[config.mk]
export PLATFORM = sky130hd
export DESIGN_NAME = vmcc_ctrl
export DESIGN_NICKNAME = d
export VERILOG_FILES = /design/src/sv/versioned_min_coin_change_unit_assert.svh /design/src/sv/vmcc_pkg.sv /design/src/sv/vmcc_ctrl.sv
export SDC_FILE = /design/constraint.sdc
export NUM_CORES = 1
export LEC_CHECK = 0
export BUFFER_PORTS_ARGS = -buffer_cell sky130_fd_sc_hd__buf_2
export CAP_MARGIN = 25
export CORE_AREA = 5 5 42 44
export CTS_CLUSTER_SIZE = 10
export DETAILED_ROUTE_END_ITERATION = 7
export DIE_AREA = 0 0 47 49
export PLACE_DENSITY = 0.7
export SYNTH_ARGS = -nofsm -noshare
export SYNTH_HDL_FRONTEND = slang
export SYNTH_SLANG_ARGS = --single-unit
[constraint.sdc]
create_clock -name aclk -period 2.85 [get_ports aclk]
set_input_delay 0.4275 -clock aclk [delete_from_list [all_inputs] [get_ports aclk]]
set_output_delay 0.4275 -clock aclk [all_outputs]
set_load 0.01 [all_outputs]
[src/sv/versioned_min_coin_change_unit_assert.svh]
// assertion macros for the versioned minimum-coin unit
`ifndef VERSIONED_MIN_COIN_CHANGE_UNIT_ASSERT_SVH
`define VERSIONED_MIN_COIN_CHANGE_UNIT_ASSERT_SVH

// same-cycle implication on aclk, held off during reset
`define VMCC_ASSERT_NOW(label, ante, cons) \
    label: assert property (@(posedge aclk) disable iff (!aresetn) (ante) |-> (cons)) \
        else $error("vmcc check failed");

// next-cycle implication on aclk, held off during reset
`define VMCC_ASSERT_NEXT(label, ante, cons) \
    label: assert property (@(posedge aclk) disable iff (!aresetn) (ante) |=> (cons)) \
        else $error("vmcc check failed");

`endif

[src/sv/vmcc_pkg.sv]
// shared types and constants for the versioned minimum-coin unit
package vmcc_pkg;

    localparam int DEF_MAX_VALUE     = 4096;
    localparam int DEF_MAX_COINS     = 1024;
    localparam int DEF_HISTORY_DEPTH = 16;

    localparam int FIELD_W  = 12;
    localparam int MIN_W    = 13;
    localparam int STATUS_W = 2;

    localparam logic CMD_ADD   = 1'b0;
    localparam logic CMD_QUERY = 1'b1;

    localparam logic [STATUS_W-1:0] RES_OK        = 2'd0;
    localparam logic [STATUS_W-1:0] RES_HIST_FULL = 2'd1;
    localparam logic [STATUS_W-1:0] RES_RANGE     = 2'd2;
    localparam logic [STATUS_W-1:0] RES_TOO_MANY  = 2'd3;

    typedef enum logic [3:0] {
        S_CLEAR,
        S_IDLE,
        S_DECIDE,
        S_ADD_RD,
        S_ADD_EV,
        S_Q_HEAD_EV,
        S_Q_CHK,
        S_Q_HIST_EV,
        S_Q_FIN,
        S_DONE
    } ctrl_state_t;

    typedef struct packed {
        logic clr_step;
        logic load;
        logic start_add;
        logic reject_full;
        logic reject_bad;
        logic query_oob;
        logic rd_walk;
        logic eval_walk;
        logic rd_head_q;
        logic head_eval_q;
        logic rd_hist;
        logic dec_k;
        logic fin_q;
        logic out_load;
    } dp_cmd_t;

    typedef struct packed {
        logic clr_last;
        logic is_query;
        logic coins_full;
        logic coin_bad;
        logic target_oob;
        logic walk_last;
        logic k_zero;
        logic coin_gt_limit;
        logic out_free;
    } dp_stat_t;

endpackage

[src/sv/vmcc_ctrl.sv]
// controller state machine for the versioned minimum-coin unit
module vmcc_ctrl import vmcc_pkg::*; (
    input  logic     aclk,
    input  logic     aresetn,
    input  logic     s_tvalid,
    output logic     s_tready,
    input  dp_stat_t stat,
    output dp_cmd_t  cmd
);

    ctrl_state_t state_reg, state_next;

    always_ff @(posedge aclk) begin
        if (!aresetn) begin
            state_reg <= S_CLEAR;
        end else begin
            state_reg <= state_next;
        end
    end

    always_comb begin
        state_next = state_reg;
        case (state_reg)
            S_CLEAR: begin
                if (stat.clr_last) state_next = S_IDLE;
            end
            S_IDLE: begin
                if (s_tvalid) state_next = S_DECIDE;
            end
            S_DECIDE: begin
                if (stat.is_query) begin
                    state_next = stat.target_oob ? S_DONE : S_Q_HEAD_EV;
                end else if (stat.coins_full || stat.coin_bad) begin
                    state_next = S_DONE;
                end else begin
                    state_next = S_ADD_RD;
                end
            end
            S_ADD_RD:    state_next = S_ADD_EV;
            S_ADD_EV:    state_next = stat.walk_last ? S_DONE : S_ADD_RD;
            S_Q_HEAD_EV: state_next = S_Q_CHK;
            S_Q_CHK:     state_next = stat.k_zero ? S_Q_FIN : S_Q_HIST_EV;
            S_Q_HIST_EV: state_next = stat.coin_gt_limit ? S_Q_CHK : S_Q_FIN;
            S_Q_FIN:     state_next = S_DONE;
            S_DONE: begin
                if (stat.out_free) state_next = S_IDLE;
            end
            default:     state_next = S_IDLE;
        endcase
    end

    always_comb begin
        cmd      = '0;
        s_tready = 1'b0;
        case (state_reg)
            S_CLEAR: cmd.clr_step = 1'b1;
            S_IDLE: begin
                s_tready = 1'b1;
                cmd.load = s_tvalid;
            end
            S_DECIDE: begin
                if (stat.is_query) begin
                    if (stat.target_oob) cmd.query_oob = 1'b1;
                    else                 cmd.rd_head_q = 1'b1;
                end else if (stat.coins_full) begin
                    cmd.reject_full = 1'b1;
                end else if (stat.coin_bad) begin
                    cmd.reject_bad = 1'b1;
                end else begin
                    cmd.start_add = 1'b1;
                end
            end
            S_ADD_RD:    cmd.rd_walk     = 1'b1;
            S_ADD_EV:    cmd.eval_walk   = 1'b1;
            S_Q_HEAD_EV: cmd.head_eval_q = 1'b1;
            S_Q_CHK:     cmd.rd_hist     = !stat.k_zero;
            S_Q_HIST_EV: cmd.dec_k       = stat.coin_gt_limit;
            S_Q_FIN:     cmd.fin_q       = 1'b1;
            S_DONE:      cmd.out_load    = stat.out_free;
            default:     cmd             = '0;
        endcase
    end

endmodule

Word level (Yosys, flattened, before mapping)
Index checks and enable logic that the tools add are counted.
{"block": "word_totals", "register_bits": 4, "inputBits": 12, "out_inout_bits": 15, "elab_cells": 49}
{"block": "op_classes", "eq_ne": 12, "mux": 32, "n_reduce_logical": 4}
{"cell": "4-bit 2-to-1 mux", "count": 10}
{"cell": "4-bit one-hot mux with 10 select lines", "count": 1}
{"cell": "1-bit 2-to-1 mux", "count": 20}
{"cell": "4-bit by 3-bit == test with 1-bit output, second input constant", "count": 4}
{"cell": "4-bit by 2-bit == test with 1-bit output, second input constant", "count": 2}
{"cell": "4-bit == test, second input constant", "count": 2}
{"cell": "2-bit inequality test, second input constant", "count": 3}
{"cell": "4-bit by 1-bit == test with 1-bit output, second input constant", "count": 1}
{"cell": "4-bit logical NOT", "count": 1}
{"cell": "3-bit 2-to-1 mux", "count": 1}
{"cell": "3-bit AND reduction", "count": 1}
{"cell": "1-bit logical NOT", "count": 1}
{"cell": "1-bit logical OR", "count": 1}

Longest topological paths before layout
{"block": "logic_depth", "ltp_word": 4, "depth_mapped": 6, "depth_no_buf": 4}

Least setup slack after synthesis
OpenSTA, ideal clock, no wires.
{"block": "synth_timing", "path_type": "register to output", "startpoint": "reg state_reg[1]", "endpoint": "out cmd[12] (netlist name)", "arrival_ns": 1.135, "t_required_ns": 2.423, "slack_ns": 1.288, "stages_incl_launch_ff": 5, "n_path_buf": 2, "path_cell_list": "dfxtp_1 > buf_6 > buf_2 > nor3_1 > and2_1"}
{"element": "from (decl)", "line_no": "vmcc_ctrl.sv:11", "source": "ctrl_state_t state_reg, state_next;"}
{"element": "from (signal assigned)", "line_no": "vmcc_ctrl.sv:17", "source": "state_reg <= state_next;"}
{"element": "to (decl)", "line_no": "vmcc_ctrl.sv:8", "source": "output dp_cmd_t cmd"}

==> out/results.tsv <==
stage	metric	value	unit
run_status	outcome	completed	
global_route	global-route wire length before repair	1890	µm
finish	P&R area growth vs syn	31.11	%
clock_tree	number of gates resized after CTS	0	
detailed_routing	WL/cell	12.03	µm
clock_tree	clock net sink count	4	
timing	pins over their slew limit	0	
power	LEAKAGE	0.0002728	µW
finish	Final Non-Filler Cells	100	
clock_tree	Post-CTS Repair Setup Buffers	0	
critical_path	Worst Path Arrival	1.67	ns
critical_path	Startpoint Class	register	
placed_design	Place WS	1.020	ns
critical_path	Top delay family on crit path	flip-flops	
clock_tree	worst skew pair latency	0.23	ns
global_route	initial antenna violation count	0	
clock_tree	CTS Hold Bufs	0	
global_route	largest net degree at the start of global routing	20	
placed_design	IO Port Bufs	26	
timing	Final period util	73.51	%
synth	mapped cell area	450.4	µm²
clock_tree	H-Tree Level Count	1	
clock_tree	CTS root buffer	clkbuf_4	
critical_path	worst-path fanout max	19	
critical_path	Worst Setup End Kind	primary output	
detailed_routing	post-route ant nets	0	
global_route	total congestion overflow	0	
timing	max frequency	0.4773	GHz
detailed_routing	DR vias	522	
timing	Fin Clk Skew	0.0009506	ns
global_route	GRT Total Usage	10.56	%
floorplan	Core Region	0.001401	mm²
floorplan	io pins	27	
placed_design	dpl cells	97	
synth	syn_area_per_cell	7.507	µm²
finish	commonest non-fill, non-tap cell in the layout	buf_2	
critical_path	Cell Chain, Critical Path	and2b_4, nand2_2, nor3b_1, buf_2	
critical_path	CP peak stage delay	0.68	ns
detailed_routing	detailed router's first-iteration violation count	8	
timing	final hold vios	0	
placed_design	post-detail-place hpwl	903.4	µm
clock_tree	number of buffers created by CTS	3	
placed_design	final RePlAce weighted congestion	0.7282	
clock_tree	CTS tree	done	
clock_tree	clk slew on worst S/H paths	0.04	ns
floorplan	die width	47	µm
synth	FF+latch count, synth	4	
timing	Period minus WS final	2.095	ns
floorplan	row count	14	
floorplan	Die ar.	0.002303	mm²
floorplan	initial core utilization	32.14	%
timing	Relative slew margins	60.77	%
global_route	vias in the first global route	467	
critical_path	slowest CP cell	dfxtp_1	
finish	fin nets	98	
timing	final setup violation count	0	
detailed_routing	final WL	1203	µm
min_path	Hold Crit Class	input pin to register	
timing	Fin Setup TNS	0	ns
synth	Synth cell types	38	
finish	n_diodes	0	
critical_path	WP data required	2.42	ns
critical_path	Crit Path Class	register to primary output	
critical_path	WP buf/inv	1	
power	VDD IR-drop max	0.0003477	V
timing	RSZ-0062 raised after global routing	false	
timing	slew at the pin closest to its max-slew limit	0.5876	ns
power	Pwr Density	313.3	mW/mm²
timing	fin worst setup slack	0.7550	ns
detailed_routing	# DRC	0	
synth	Synth Net Count	72	
clock_tree	Clock Path Buffers	2	
detailed_routing	vias per inst	5.220	
floorplan	Die H	49	µm
flow_run	max cap viols	0	
synth	Yosys warnings	0	
finish	max reg flops	4	
finish	commonest cells after routing, fill and taps aside	buf_2 (26), nor3_1 (5), nor2_1 (5), a21oi_1 (5), dfxtp_1 (4)	
synth	Synth Instances	60	
finish	share of layout cells above drive strength 1	39.29	%
synth	sequential-to-total area share from yosys stat	17.78	%
detailed_routing	drt pass-1 iters	2	
final cells by class:
type                    count  area (µm²)
clock buffers               3       22.52
inverters                   1       3.754
well taps                  16       20.02
repair buffers             26       130.1
fillers                   162       810.8
multi-input cells          50       334.1
flip-flops and latches      4       80.08
path summary, 6_finish.rpt:
path	startpoint	slack (ns)	cells after the start	end
worst max-delay path	state_reg[1]	0.76	4	cmd[5]
worst min-delay path	aresetn	0.45	2	state_reg[0]
worst max register to register	state_reg[1]	1.26	4	state_reg[3]
worst min register to register	state_reg[3]	0.71	1	state_reg[0]
logic make-up (layout without fill, tap and decap cells):
logic type	Yosys count	after routing	synth area share [%]
and+or+nand+nor	34	34	48.06
muxes	1	1	2.222
buffers and inverters	6	30	8.054
DFF	4	4	17.78
AOI/OAI and AO/OA	15	15	23.89
per-stage QoR:
| stage | power (µW) | hold slack, ns | util (%) | instance area, µm² |
|---|---|---|---|---|
| final | 185.0 | 0.4496 | 42.14 | 590.6 |
| after global routing | 200.8 | 0.4602 | 42.14 | 590.6 |
| after detailed placement | 117.3 | 0.6846 | 40.54 | 568.0 |
| after floorplan | 98.86 | 0.5450 | - | 450.4 |
| after global placement | 116.5 | 0.6850 | 40.54 | 568.0 |
| after CTS | 188.1 | 0.4413 | 42.14 | 590.6 |
cells in the mapped netlist, drive strengths merged:
cell	count	area, µm²
or2	1	6.260
nand2b	3	18.77
nor4bb	1	10.01
nor2	6	25.03
buf	4	28.78
o221a	1	11.26
nor2b	1	6.260
clkbuf	1	3.750
and3	1	6.260
nor4b	3	32.53
mux2i	1	10.01
a21oi	5	25.02
and2	1	6.260
nand2	3	13.77
o31a	1	8.760
o22a	1	8.760
o21ai	1	5.000
o21a	1	7.510
and4	1	8.760
and2b	1	10.01
a21boi	1	7.510
nor3b	2	15.01
nand3b	1	7.510
a21o	1	7.510
a211oi	1	7.510
nor4	1	6.260
dfxtp	4	80.08
o41ai	1	8.760
nand3	2	10.01
nor3	5	25.02
nand4b	1	8.760
inv	1	3.750
o32a	1	10.01
power by group:
group          total [µW]  leakage, µW  switching, µW  internal, µW
Sequential           69.3    0.0000326           10.5          58.8
Combinational        47.5     0.000226           22.6          24.9
Clock                68.2    0.0000138           21.2          47.0
Total                 185     0.000273           54.4           131
metal layers:
| metal | track usage, % | vias up | share of wire [%] |
|---|---|---|---|
| met2 | 14.71 | 21 | 40 |
| met3 | 2.952 | 0 | 11 |
| met5 | 0 | - | 0 |
| li1 | - | 275 | - |
| met4 | 4.147 | 0 | 0 |
| met1 | 14.91 | 226 | 48 |
(Power assumes the default switching activity.)
